--- src/rtl/core/qsfm_pkg.sv ---
// Package for the quasi-static frequency model: widths, command and status
// codes, controller states and the command/status words between controller
// and datapath. No dependencies.
package qsfm_pkg;

	localparam int MAX_SYMBOLS    = 256;
	localparam int MAX_LOG2_TOTAL = 16;
	localparam int SYM_W   = 8;
	localparam int NSYM_W  = 9;
	localparam int CNT_W   = MAX_LOG2_TOTAL + 1;
	localparam int IV_W    = 16;
	localparam int LOG_W   = 5;
	localparam int SUM_W   = CNT_W + SYM_W;
	localparam int CMD_W   = 3;
	localparam int ST_W    = 2;
	localparam int CFG_IDX_W  = 2;
	localparam int CFG_DATA_W = 16;
	localparam int DIV_CNT_W  = 5;

	localparam logic [CMD_W-1:0] CMD_UNIFORM = 3'd0;
	localparam logic [CMD_W-1:0] CMD_LOAD    = 3'd1;
	localparam logic [CMD_W-1:0] CMD_APPLY   = 3'd2;
	localparam logic [CMD_W-1:0] CMD_UPDATE  = 3'd3;
	localparam logic [CMD_W-1:0] CMD_QUERY   = 3'd4;
	localparam logic [CMD_W-1:0] CMD_DECODE  = 3'd5;

	localparam logic [ST_W-1:0] ST_OK    = 2'd0;
	localparam logic [ST_W-1:0] ST_RANGE = 2'd1;
	localparam logic [ST_W-1:0] ST_SUM   = 2'd2;

	localparam logic [CFG_IDX_W-1:0] REG_SYMBOL_COUNT = 2'd0;
	localparam logic [CFG_IDX_W-1:0] REG_LOG2_TOTAL   = 2'd1;
	localparam logic [CFG_IDX_W-1:0] REG_TARGET       = 2'd2;

	typedef enum logic [2:0] {
		RA_IDX, RA_SYM, RA_MID, RA_LO, RA_LO1
	} rd_sel_t;

	typedef enum logic [2:0] {
		PW_NONE, PW_LOAD, PW_FILL, PW_HALF, PW_UPD
	} pw_t;

	typedef enum logic [4:0] {
		S_IDLE, S_DISP, S_UDIV, S_UFILL, S_AS_RD, S_AS_ACC, S_AS_CHK,
		S_RS_INIT, S_RS_RD, S_RS_WR, S_RS_IV, S_RS_DGO, S_RS_DIV,
		S_UP_RD, S_UP_WR, S_DEC_CHK, S_DEC_CMP, S_F_RD0, S_F_RD1,
		S_F_FIN, S_DONE
	} state_t;

	typedef struct packed {
		logic            capture;
		logic            div_start;
		logic            div_uni;
		logic            ld_uni;
		logic            ld_rs;
		logic            idx_zero;
		logic            idx_inc;
		logic            idx_last;
		logic            idx_dec;
		logic            sum_acc;
		logic            iv_two;
		logic            iv_grow;
		logic            rs_init;
		logic            rs_step;
		rd_sel_t         rd_sel;
		pw_t             pw;
		logic            upd_cnt;
		logic            dec_init;
		logic            dec_step;
		logic            q_init;
		logic            f_lat;
		logic            f_fin;
		logic            st_set;
		logic [ST_W-1:0] st_code;
		logic            load_out;
	} ctrl_cmd_t;

	typedef struct packed {
		logic [CMD_W-1:0] cmd;
		logic             oor;
		logic             both_zero;
		logic             idx_end;
		logic             idx_zero;
		logic             sum_ok;
		logic             search_more;
		logic             div_done;
	} dp_stat_t;

endpackage

--- src/rtl/core/qsfm_div.sv ---
// Restoring divider, one quotient bit per cycle, shared by uniform reset
// and rescale. Depends on qsfm_pkg.
module qsfm_div import qsfm_pkg::*; (
	input  logic             clk,
	input  logic             arst_n,
	input  logic             start,
	input  logic [CNT_W-1:0] dividend,
	input  logic [IV_W-1:0]  divisor,
	output logic [CNT_W-1:0] quotient,
	output logic [IV_W-1:0]  remainder,
	output logic             done
);

	logic                 busy_q;
	logic                 done_q;
	logic [DIV_CNT_W-1:0] cnt_q;
	logic [CNT_W-1:0]     quo_q;
	logic [IV_W-1:0]      rem_q;
	logic [IV_W-1:0]      dvs_q;
	logic [IV_W:0]        trial;
	logic [IV_W:0]        diff;
	logic                 ge;

	assign trial = {rem_q, quo_q[CNT_W-1]};
	assign ge    = trial >= {1'b0, dvs_q};
	assign diff  = trial - {1'b0, dvs_q};

	always_ff @(posedge clk or negedge arst_n) begin
		if (!arst_n) begin
			busy_q <= 1'b0;
			done_q <= 1'b0;
			cnt_q  <= '0;
		end else if (start) begin
			busy_q <= 1'b1;
			done_q <= 1'b0;
			cnt_q  <= '0;
		end else if (busy_q) begin
			cnt_q <= cnt_q + 1'b1;
			if (cnt_q == DIV_CNT_W'(CNT_W - 1)) begin
				busy_q <= 1'b0;
				done_q <= 1'b1;
			end
		end
	end

	always_ff @(posedge clk) begin
		if (start) begin
			quo_q <= dividend;
			rem_q <= '0;
			dvs_q <= divisor;
		end else if (busy_q) begin
			rem_q <= ge ? diff[IV_W-1:0] : trial[IV_W-1:0];
			quo_q <= {quo_q[CNT_W-2:0], ge};
		end
	end

	assign quotient  = quo_q;
	assign remainder = rem_q;
	assign done      = done_q;

endmodule

--- config.mk ---
export PLATFORM = sky130hd
export DESIGN_NAME = qsfm_div
export DESIGN_NICKNAME = d
export VERILOG_FILES = /design/src/rtl/core/qsfm_pkg.sv /design/src/rtl/core/qsfm_div.sv
export SDC_FILE = /design/constraint.sdc
export NUM_CORES = 1
export LEC_CHECK = 0
export BUFFER_PORTS_ARGS = -buffer_cell sky130_fd_sc_hd__buf_2
export CORE_UTILIZATION = 51
export DETAILED_ROUTE_END_ITERATION = 8
export GPL_TIMING_DRIVEN = 0
export PLACE_DENSITY_LB_ADDON = 0.3
export SLEW_MARGIN = 15
export SYNTH_ARGS = -nofsm -noshare
export SYNTH_HDL_FRONTEND = slang
export SYNTH_SLANG_ARGS = --single-unit
--- constraint.sdc ---
create_clock -name clk -period 5 [get_ports clk]
set_input_delay 1 -clock clk [delete_from_list [all_inputs] [get_ports clk]]
set_output_delay 1 -clock clk [all_outputs]
set_load 0.02 [all_outputs]
**Word level (Yosys, flattened, before mapping)**

Index checks and enable logic that the tools add are counted.

- Add/subtract/negate cells: 2
- Magnitude comparators: 1
- Eq/ne operators: 1
- Muxes and demuxes: 11
- Reduce and logical (&&, ||, !) cells: 3

Operator list:

| operator | count |
|---|---|
| two-way mux 17 bit | 2 |
| >= comparator 17 x 16 -> 1 bit | 1 |
| two-way mux 16 bit | 1 |
| subtractor 16 bit | 1 |
| two-way mux 5 bit | 2 |
| two-way mux 1 bit | 6 |
| adder 5 x 1 -> 5 bit (second input constant) | 1 |
| equality test 5 bit (second input constant) | 1 |
| nonzero test 2 bit | 2 |
| AND reduction 2 bit | 1 |

- Flip-flop bits (word level): 56
- Input bits: 36
- Output and inout port bits: 34
- Logic and storage cells: 24

**Longest topological paths before layout**

Gate-level depths: netlist of run 1.

- Depth after elaboration: 4
- Mapped depth: 10
- Depth with buffers taken out: 10

**Worst setup path after synthesis of run 1**

Ideal clock, no wire load.

- Kind: register -> register
- Start point: reg quo_q[16] (netlist: quotient[16])
- End point: reg rem_q[1] (netlist: remainder[1])
- Setup time: 122 ps
- Arrival time: 2243 ps
- Data required time: 4878 ps
- Slack: 2635 ps
- Stages on the path, launching flop included: 11
- Path buffers: 1
- Period minus slack after synthesis: 2365 ps
- Cell sequence: edfxtp_1 -> inv_1 -> ha_1 -> nand2b_1 -> a211oi_4 -> o21ai_2 -> o221a_4 -> a31oi_4 -> buf_4 -> nor4_1 -> a311o_1

- Longest elaborated chain between the ends: 2
- Elaborated cells on any way between the ends: 3
- Those cells by class: 1 x add/sub; 1 x order compare; 1 x mux

Ends and longest elaborated chain:

| element | RTL line | RTL |
|---|---|---|
| from (decl) | qsfm_div.sv:17 | `logic [CNT_W-1:0] quo_q;` |
| from (signal assigned) | qsfm_div.sv:48 | `quo_q <= dividend;` |
| from (signal assigned) | qsfm_div.sv:53 | `quo_q <= {quo_q[CNT_W-2:0], ge};` |
| subtractor 16 bit or >= comparator 17 x 16 -> 1 bit (tied branches) | qsfm_div.sv:26, qsfm_div.sv:25 |  |
| two-way mux 16 bit (*) | qsfm_div.sv:52 | `rem_q <= ge ? diff[IV_W-1:0] : trial[IV_W-1:0];` |
| to (signal assigned) | qsfm_div.sv:52 |  |
| to (decl) | qsfm_div.sv:18 | `logic [IV_W-1:0] rem_q;` |

Every way passes the cells marked *; elsewhere a longest branch is shown, timed or not.
A chain may end at the register's enable or synchronous reset.

**Worst setup path in the final report of run 1**

Same ends and word-level chain as after synthesis.

==> flow_metrics.env, run 1 <==
export IMPL_status="finished, final reports clean"
export IMPL_preCtsSetupSlack_ps=2300
export IMPL_ys_seq_area_share_pct=48.1
export IMPL_htreeDepth=2
export IMPL_synth_area_um2=3090
export IMPL_critical_path_top_delay_family="compound AO/OA/AOI/OAI gates"
export IMPL_slowest_delay_ps=410
export IMPL_critPathMaxFanout=10
export IMPL_via_count=2391
export IMPL_synth_most_common_cell="edfxtp_1"
export IMPL_clock_skew_ps=15.3
export IMPL_min_path_type="in -> async"
export IMPL_required_ps=5220
export IMPL_post_cts_buffers=0
export IMPL_yosys_warnings=0
export IMPL_synth_fa_ha_area_share_pct=7.93
export IMPL_slew_headroom_pct=51.8
export IMPL_ys_ff_latch=56
export IMPL_grt_max_degree=22
export IMPL_wl_per_cell_um=15.4
export IMPL_cp_arrival_ps=2710
export IMPL_finalHoldViolCount=0
export IMPL_die_x_um=79.9
export IMPL_placed_area_um2=3530
export IMPL_finish_net_count=416
export IMPL_period_needed_ps=2490
export IMPL_grtUsageMet2_pct=38.4
export IMPL_crit_chain="inv_1, ha_1, nand2b_1, a211oi_4, o21ai_2, o221a_4, a31oi_4, buf_4, nor4_1, a311o_1"
export IMPL_avgSynthCellArea_um2=10.9
export IMPL_maxCapViolCount=0
export IMPL_initialDrtViolationCount=131
export IMPL_tns_ps=0
export IMPL_min_period_over_period_pct=49.9
export IMPL_antenna_found_initial=0
export IMPL_hold_buffers=0
export IMPL_numPortBuffers=69
export IMPL_cts_sink_count=56
export IMPL_grt_busiest_layer="met2"
export IMPL_wl_um=6670
export IMPL_synth_edf_count=33
export IMPL_clock_path_buffers=2
export IMPL_cts_buffers=5
export IMPL_power_per_cell_area_nw_per_um2=282
export IMPL_peakVddDrop_uv=196
export IMPL_crit_type="reg -> reg"
export IMPL_end_kind="register"
export IMPL_hpwl_um=4930
export IMPL_core_rowCount=27
export IMPL_dieHeight_um=79.9
export IMPL_numPlacedInstances=426
export IMPL_initial_core_util_pct=54.5
export IMPL_place_congestion=0.849
export IMPL_yosys_area_top_type="edfxtp_1"
export IMPL_diodes=0
export IMPL_final_instance_count_excl_fill=434
export IMPL_grt_pass1_wl_um=10900
export IMPL_routed_via_density=5.51
export IMPL_r2r_slack_ps=2510
export IMPL_drive_above_1_share_pct=27.6
export IMPL_rsz0062_at_grt="false"
export IMPL_drc=0
export IMPL_dieArea_um2=6380
export IMPL_stdcell_area_um2=3660
export IMPL_synthXorXnorAreaFrac_pct=4.53
export IMPL_synth_nets=340
export IMPL_final_setup_viol_count=0
export IMPL_worst_slack_ps=2510
export IMPL_cts_repair_resized=0
export IMPL_cts_root_buf="clkbuf_8"
export IMPL_cts_tree="built"
export IMPL_critPathSlowestCell="edfxtp_1"
export IMPL_synth_compound_area_share_pct=15.0
export IMPL_grt_met1_usage_pct=29.2
export IMPL_synthTopCellsByCount="33 x edfxtp_1, 28 x inv_1, 28 x nor2_1"
export IMPL_pin_count=70
export IMPL_grt_pass1_vias=2351
export IMPL_synth_top_family_by_area="compound AO/OA/AOI/OAI gates"
export IMPL_grtUsageMet3_pct=4.11
export IMPL_synth_area_top_cells="edfxtp_1 32%, dfxtp_1 10%, ha_1 7.3%, mux2_2 6.2%, dfrtp_1 5.7%"
export IMPL_power_mw=1.03
export IMPL_slew_viol_final=0
export IMPL_fillers=462
export IMPL_clock_latency_ps=320
export IMPL_ant_nets=0
export IMPL_synthArstFlopShare_pct=12.5
export IMPL_tightest_slew_ps=721
export IMPL_start_kind="register"
export IMPL_crit_buf_inv=2
export IMPL_first_pass_iters=4
export IMPL_areaGrowthSynthToFinish_pct=18.4
export IMPL_fmax_mhz=401
export IMPL_synth_ff_type="edfxtp_1"
export IMPL_clk_pin_slew_ps=110
export IMPL_coreArea_um2=5680
export IMPL_yosys_area_share_simple_pct=9.95
export IMPL_yosysTopAreaCellShare_pct=32.0
export IMPL_syn_inst=285
export IMPL_grt_usage_pct=22.6
export IMPL_synth_mux_area_share_pct=9.43
export IMPL_power_leakage_nw=1.63
export IMPL_ys_types=49
export IMPL_overflow=0
state kept, by name (all words and copies together) (netlist names):
| signal | count |
|---|---|
| quotient | 17 |
| done | 1 |
| dvs_q | 16 |
| remainder | 16 |
| cnt_q | 5 |
| busy_q | 1 |
cells in the final DEF, fill, tap and decap left out, types with 12 or more instances in the layout:
cell type  count
a211oi_1      12
a21oi_1       13
buf_2         69
dfxtp_1       16
edfxtp_1      33
ha_1          18
inv_1         28
mux2_2        17
nand2_1       16
nor2_1        28
per-stage QoR:
| step | hold slack (ps) | util [%] |
|---|---|---|
| 2_1_floorplan | 504 | - |
| 3_3_place_gp | 469 | 62.2 |
| 3_5_place_dp | 519 | 62.2 |
| 4_1_cts | 498 | 64.5 |
| 5_1_grt | 492 | 64.5 |
| 6_report | 491 | 64.5 |
path summary, 6_finish.rpt:
path | startpoint | to | cells after the start
setup / recovery | quotient[16] | remainder[1] | 10
hold / removal | arst_n | done | 1
setup reg to reg | quotient[16] | remainder[1] | 10
hold reg to reg | remainder[7] | remainder[7] | 2
max in group asynchronous | arst_n | cnt_q[1] | 1
min in group clk | remainder[7] | remainder[7] | 2
cell type report:
class                      instances  area, um2  share of cell area (%)
buffer                            11       52.6                    1.44
timing repair buffer              69        345                    9.43
clock buffer                       6       72.6                    1.98
multi-input combinational        190       1450                    39.6
tap                               72       90.1                    2.46
clock inverter                     2       60.1                    1.64
sequential                        56       1490                    40.6
inverter                          28        105                    2.87
per-layer routing:
metal | share of wire [%] | up-vias
li1 | - | 1187
met1 | 44 | 1124
met2 | 49 | 74
met3 | 6.0 | 6
met4 | 0.93 | 0
met5 | 0 | -
logic make-up after synthesis:
group                      Yosys count
and+or+nand+nor                     67
AOI/OAI and AO/OA                   61
xor gates and xnor gates            16
adders and majority gates           19
buffers and inverters               39
muxes                               27
DFF                                 56
report_power, final:
part	internal, mW	leakage (nW)	switching [mW]	total, mW
Combinational	0.0655	1.00	0.0880	0.153
Sequential	0.520	0.558	0.0144	0.534
Clock	0.200	0.0654	0.146	0.346
Total	0.786	1.63	0.248	1.03
Note: power is estimated with default switching activity, not from simulation.
==> inputs of run 2 (changes only) <==
--- a/config.mk
+++ b/config.mk
@@ -6,7 +6,7 @@
 export NUM_CORES = 1
 export LEC_CHECK = 0
 export BUFFER_PORTS_ARGS = -buffer_cell sky130_fd_sc_hd__buf_2
-export CORE_UTILIZATION = 51
+export CORE_UTILIZATION = 49
 export DETAILED_ROUTE_END_ITERATION = 8
 export GPL_TIMING_DRIVEN = 0
 export PLACE_DENSITY_LB_ADDON = 0.3
==> constraint.sdc (replaced) <==
create_clock -name clk -period 2.01 [get_ports clk]
set_input_delay 0.402 -clock clk [delete_from_list [all_inputs] [get_ports clk]]
set_output_delay 0.402 -clock clk [all_outputs]
set_load 0.02 [all_outputs]
==> flow_metrics.env, run 2 (synthesis gave the netlist of run 1 again) <==
export IMPL_period_needed_ps=2340
export IMPL_clk_pin_slew_ps=110
export IMPL_ant_nets=0
export IMPL_rr_startpoint="dvs_q[8]"
export IMPL_power_leakage_nw=1.73
export IMPL_power_frac_seq_pct=53.5
export IMPL_via_count=2547
export IMPL_netSwitchingFraction_pct=28.6
export IMPL_place_congestion=0.843
export IMPL_peakVddDrop_uv=433
export IMPL_violations="negative setup slack"
export IMPL_r2r_slack_ps=-330
export IMPL_min_to="dvs_q[15]"
export IMPL_rsz0062_at_grt="true"
export IMPL_maxCapViolCount=0
export IMPL_power_per_cell_area_nw_per_um2=603
export IMPL_grt_pass1_vias=2500
export IMPL_min_from="divisor[15]"
export IMPL_slew_viol_final=0
export IMPL_p_int_mw=1.78
export IMPL_cts_tree="built"
export IMPL_final_cell_mix="70 x buf_2, 33 x edfxtp_1, 28 x nor2_1"
export IMPL_drive_above_1_share_pct=42.5
export IMPL_crit_type="reg -> reg"
export IMPL_fillers=437
export IMPL_routed_via_density=5.59
export IMPL_numPlacedInstances=429
export IMPL_pin_count=70
export IMPL_dieArea_um2=6630
export IMPL_clock_skew_ps=6.68
export IMPL_multi_input_comb_area_um2=1760
export IMPL_pwr_share_comb_pct=19.7
export IMPL_end_kind="register"
export IMPL_cts_root_buf="clkbuf_8"
export IMPL_cts_sink_count=56
export IMPL_slew_headroom_pct=54.0
export IMPL_area_sequential_um2=1490
export IMPL_core_rowCount=28
export IMPL_die_x_um=81.5
export IMPL_finish_net_count=435
export IMPL_cts_buffers=5
export IMPL_cp_arrival_ps=2540
export IMPL_overflow=0
export IMPL_min_path_type="in -> reg"
export IMPL_p_sw_uw=710
export IMPL_initialDrtViolationCount=166
export IMPL_start_kind="register"
export IMPL_grt_max_degree=22
export IMPL_diodes=0
export IMPL_final_instance_count_excl_fill=456
export IMPL_areaGrowthSynthToFinish_pct=33.3
export IMPL_coreArea_um2=5990
export IMPL_ff2ff_path_depth=9
export IMPL_first_pass_iters=7
export IMPL_dieHeight_um=81.5
export IMPL_clock_latency_ps=320
export IMPL_min_period_over_period_pct=117
export IMPL_clock_path_buffers=2
export IMPL_worst_slack_ps=-334
export IMPL_antenna_found_initial=0
export IMPL_htreeDepth=2
export IMPL_numPortBuffers=69
export IMPL_required_ps=2200
export IMPL_status="complete, but fails checks"
export IMPL_drc=0
export IMPL_final_common_cell="buf_2"
export IMPL_initial_core_util_pct=51.6
export IMPL_fmax_mhz=427
export IMPL_hpwl_um=4950
export IMPL_critPathMaxFanout=6
export IMPL_worstReg2RegEnd="remainder[13]"
export IMPL_grt_usage_pct=23.6
export IMPL_clkPwrFrac_pct=26.7
export IMPL_final_setup_viol_count=17
export IMPL_tightest_slew_ps=690
export IMPL_hold_depth=1
export IMPL_wl_um=7550
export IMPL_preCtsSetupSlack_ps=-490
export IMPL_finalHoldViolCount=0
export IMPL_largest_reg_flops=17
export IMPL_grt_pass1_wl_um=11700
export IMPL_wl_per_cell_um=16.6
-- run 2: cell types whose count changed in the layout (fill, tap and decap cells not counted), moves of 3 or more --
cell	before	now
buf_4	1	13
ha_1	18	6
ha_4	0	11
inv_1	28	23
inv_2	0	5
a21oi_1	13	9
dfxtp_1	16	12
dfxtp_2	0	4
o21ai_0	9	5
a21oi_4	0	3
buf_6	1	4
o21ai_1	0	3
-- run 2: power by group through the flow --
stage          Sequential [mW]  Clock, mW  Combinational, mW
6_report                  1.33      0.664              0.491
3_5_place_dp              1.35          0              0.401
5_1_grt                   1.34      0.730              0.533
2_1_floorplan             1.40          0              0.225
4_1_cts                   1.33      0.680              0.452
3_3_place_gp              1.35          0              0.391
-- run 2: worst max path at each step --
stage	start	end	slack [ps]
floorplan	quotient[16]	remainder[1]	-250
global placement	dvs_q[1]	remainder[3]	-430
detailed placement	dvs_q[1]	remainder[9]	-490
CTS	dvs_q[8]	remainder[9]	-310
global route	dvs_q[8]	remainder[13]	-420
finish	dvs_q[8]	remainder[13]	-330
-- run 2: metal layers --
metal | track usage, % | vias to the layer above | wire, um
li1 | - | 1227 | -
met5 | 0 | - | 0
met2 | 40.5 | 87 | 3880
met4 | 9.11 | 0 | 144
met3 | 5.33 | 13 | 472
met1 | 28.7 | 1220 | 3060
-- run 2: per-stage QoR --
stage	cell area, um2	power, mW	utilization [%]	setup TNS [ps]	hold WS, ps
detailed placement	3600	1.76	60.0	-8170	248
global placement	3600	1.74	60.0	-7100	243
CTS	4010	2.46	67.0	-4540	239
finish	4120	2.49	68.8	-4470	245
global route	4120	2.60	68.8	-6050	232
floorplan	3160	1.62	-	-3240	106
-- run 2: final cells by class --
| cell class | count | area share [%] |
|---|---|---|
| inverters | 28 | 2.55 |
| clock buffers | 5 | 1.67 |
| flip-flops and latches | 56 | 36.2 |
| repair buffers | 88 | 12.5 |
| multi-input cells | 190 | 42.7 |
| clock inverters | 3 | 0.667 |
| well taps | 75 | 2.28 |
| plain buffers | 11 | 1.49 |
-- run 2: what timing repair did --
item,4_1_cts,5_1_grt
resized for setup,28,24
endpoints found under the hold margin,7,0
pin swaps,9,9
gates cloned,2,0
hold buffers,1,0
setup buffers,12,4
endpoints found under the setup margin,34,34
-- run 2: worst max-delay path, stage by stage (launching register included) --
cell and delay (ps):
edfxtp_1 370, inv_2 50, ha_4 300, and3_4 190, nand4_1 150, or2_1 290
a31oi_4 330, clkbuf_16 230, mux2i_1 220, a211oi_1 90
==> inputs of run 3 (changes only) <==
--- a/config.mk
+++ b/config.mk
@@ -7,6 +7,7 @@
 export LEC_CHECK = 0
 export BUFFER_PORTS_ARGS = -buffer_cell sky130_fd_sc_hd__buf_2
 export CORE_UTILIZATION = 49
+export CTS_BUF_LIST = sky130_fd_sc_hd__clkbuf_16
 export DETAILED_ROUTE_END_ITERATION = 8
 export GPL_TIMING_DRIVEN = 0
 export PLACE_DENSITY_LB_ADDON = 0.3
==> flow_metrics.env, run 3 (synthesis gave the netlist of run 1 again) <==
export IMPL_preCtsSetupSlack_ps=-490
export IMPL_dieHeight_um=81.5
export IMPL_tns_ps=-4960
export IMPL_tightest_slew_ps=654
export IMPL_diodes=0
export IMPL_first_pass_iters=4
export IMPL_die_x_um=81.5
export IMPL_status="complete, but fails checks"
export IMPL_final_setup_viol_count=17
export IMPL_period_needed_ps=2360
export IMPL_via_count=2529
export IMPL_violations="negative setup slack"
export IMPL_hpwl_um=4950
export IMPL_grt_max_degree=22
export IMPL_grt_pass1_wl_um=12000
export IMPL_pin_count=70
export IMPL_final_instance_count_excl_fill=457
export IMPL_slew_headroom_pct=56.4
export IMPL_grt_usage_pct=24.1
export IMPL_clock_latency_ps=300
export IMPL_peakVddDrop_uv=569
export IMPL_initial_core_util_pct=51.6
export IMPL_overflow=0
export IMPL_final_cell_mix="69 x buf_2, 33 x edfxtp_1, 28 x nor2_1"
export IMPL_finish_net_count=436
export IMPL_min_path_type="in -> reg"
export IMPL_power_per_cell_area_nw_per_um2=651
export IMPL_maxCapViolCount=0
export IMPL_wl_per_cell_um=16.9
export IMPL_min_from="divisor[15]"
export IMPL_min_period_over_period_pct=117
export IMPL_cts_sink_count=56
export IMPL_largest_reg_flops=17
export IMPL_coreArea_um2=5990
export IMPL_numPortBuffers=69
export IMPL_cts_buffers=5
export IMPL_crit_type="reg -> reg"
export IMPL_rsz0062_at_grt="true"
export IMPL_crit_start="dvs_q[8]"
export IMPL_clock_path_buffers=2
export IMPL_htreeDepth=2
export IMPL_cts_root_buf="clkbuf_16"
export IMPL_drive_above_1_share_pct=43.5
export IMPL_wl_um=7710
export IMPL_place_congestion=0.843
export IMPL_drc=0
export IMPL_antenna_found_initial=0
export IMPL_clock_skew_ps=4.43
export IMPL_cp_arrival_ps=2520
export IMPL_rr_startpoint="dvs_q[8]"
export IMPL_worst_slack_ps=-349
export IMPL_final_common_cell="buf_2"
export IMPL_areaGrowthSynthToFinish_pct=35.9
export IMPL_power_mw=2.74
export IMPL_fillers=419
export IMPL_dieArea_um2=6630
export IMPL_end_kind="register"
export IMPL_clk_pin_slew_ps=80
export IMPL_power_leakage_nw=1.75
export IMPL_routed_via_density=5.53
export IMPL_initialDrtViolationCount=190
export IMPL_grt_pass1_vias=2532
export IMPL_cts_tree="built"
export IMPL_fmax_mhz=424
export IMPL_slew_viol_final=0
export IMPL_start_kind="register"
export IMPL_ant_nets=0
export IMPL_required_ps=2170
export IMPL_core_rowCount=28
export IMPL_numPlacedInstances=429
export IMPL_critPathMaxFanout=6
export IMPL_finalHoldViolCount=0
## run 3: cell types whose count changed in the layout (fill, tap and decap cells not counted), sizes merged
cell | previous run | this run
buf | 91 | 92
## run 3: power breakdown
part | switching [mW] | total (mW) | internal [mW]
Clock | 0.441 | 0.915 | 0.474
Sequential | 0.0375 | 1.33 | 1.29
Combinational | 0.266 | 0.492 | 0.225
## run 3: stage by stage
| step | cell area, um2 | hold slack, ps | utilization (%) |
|---|---|---|---|
| 3_3_place_gp | 3600 | 243 | 60.0 |
| 2_1_floorplan | 3160 | 106 | - |
| 4_1_cts | 4090 | 270 | 68.2 |
| 5_1_grt | 4200 | 263 | 70.2 |
| 6_report | 4200 | 271 | 70.2 |
| 3_5_place_dp | 3600 | 248 | 60.0 |
## run 3: layer usage
layer | GRT usage (%) | part of all wire [%]
met1 | 30.5 | 40
met2 | 40.9 | 51
met3 | 5.11 | 7.0
met4 | 7.86 | 1.6
met5 | 0 | 0
## run 3: critical path: stages, from the launching register on
cell and delay [ps]:
edfxtp_1 360, inv_2 50, ha_4 300, and3_4 180
nand4_1 180, or2_1 300, a31oi_4 330, buf_8 180
mux2i_1 240, a211oi_2 90
## run 3: path summary, 6_finish.rpt
path,cells past startpoint,endpoint,slack [ps]
min reg2reg,1,done,520
min in group asynchronous,2,done,460
max,9,remainder[3],-350
max in group asynchronous,2,cnt_q[2],1390
max reg2reg,9,remainder[3],-350
min,1,dvs_q[15],270
## run 3: cell type report
type,count,area [um2],share of cell area (%)
multi-input cells,190,1770,42.2
flip-flops and latches,56,1490,35.5
repair buffers,89,527,12.5
clock buffers,5,125,2.98
inverters,28,105,2.50
well taps,75,93.8,2.23
plain buffers,11,60.1,1.43
clock inverters,3,27.5,0.655
## run 3: repair_timing
item | CTS | global route
setup buffers | 15 | 3
hold buffers | 1 | 0
gates resized for setup | 29 | 26
gates cloned | 2 | 0
endpoints found under the hold margin | 7 | 0
pin swaps | 13 | 14
endpoints found under the setup margin | 34 | 34
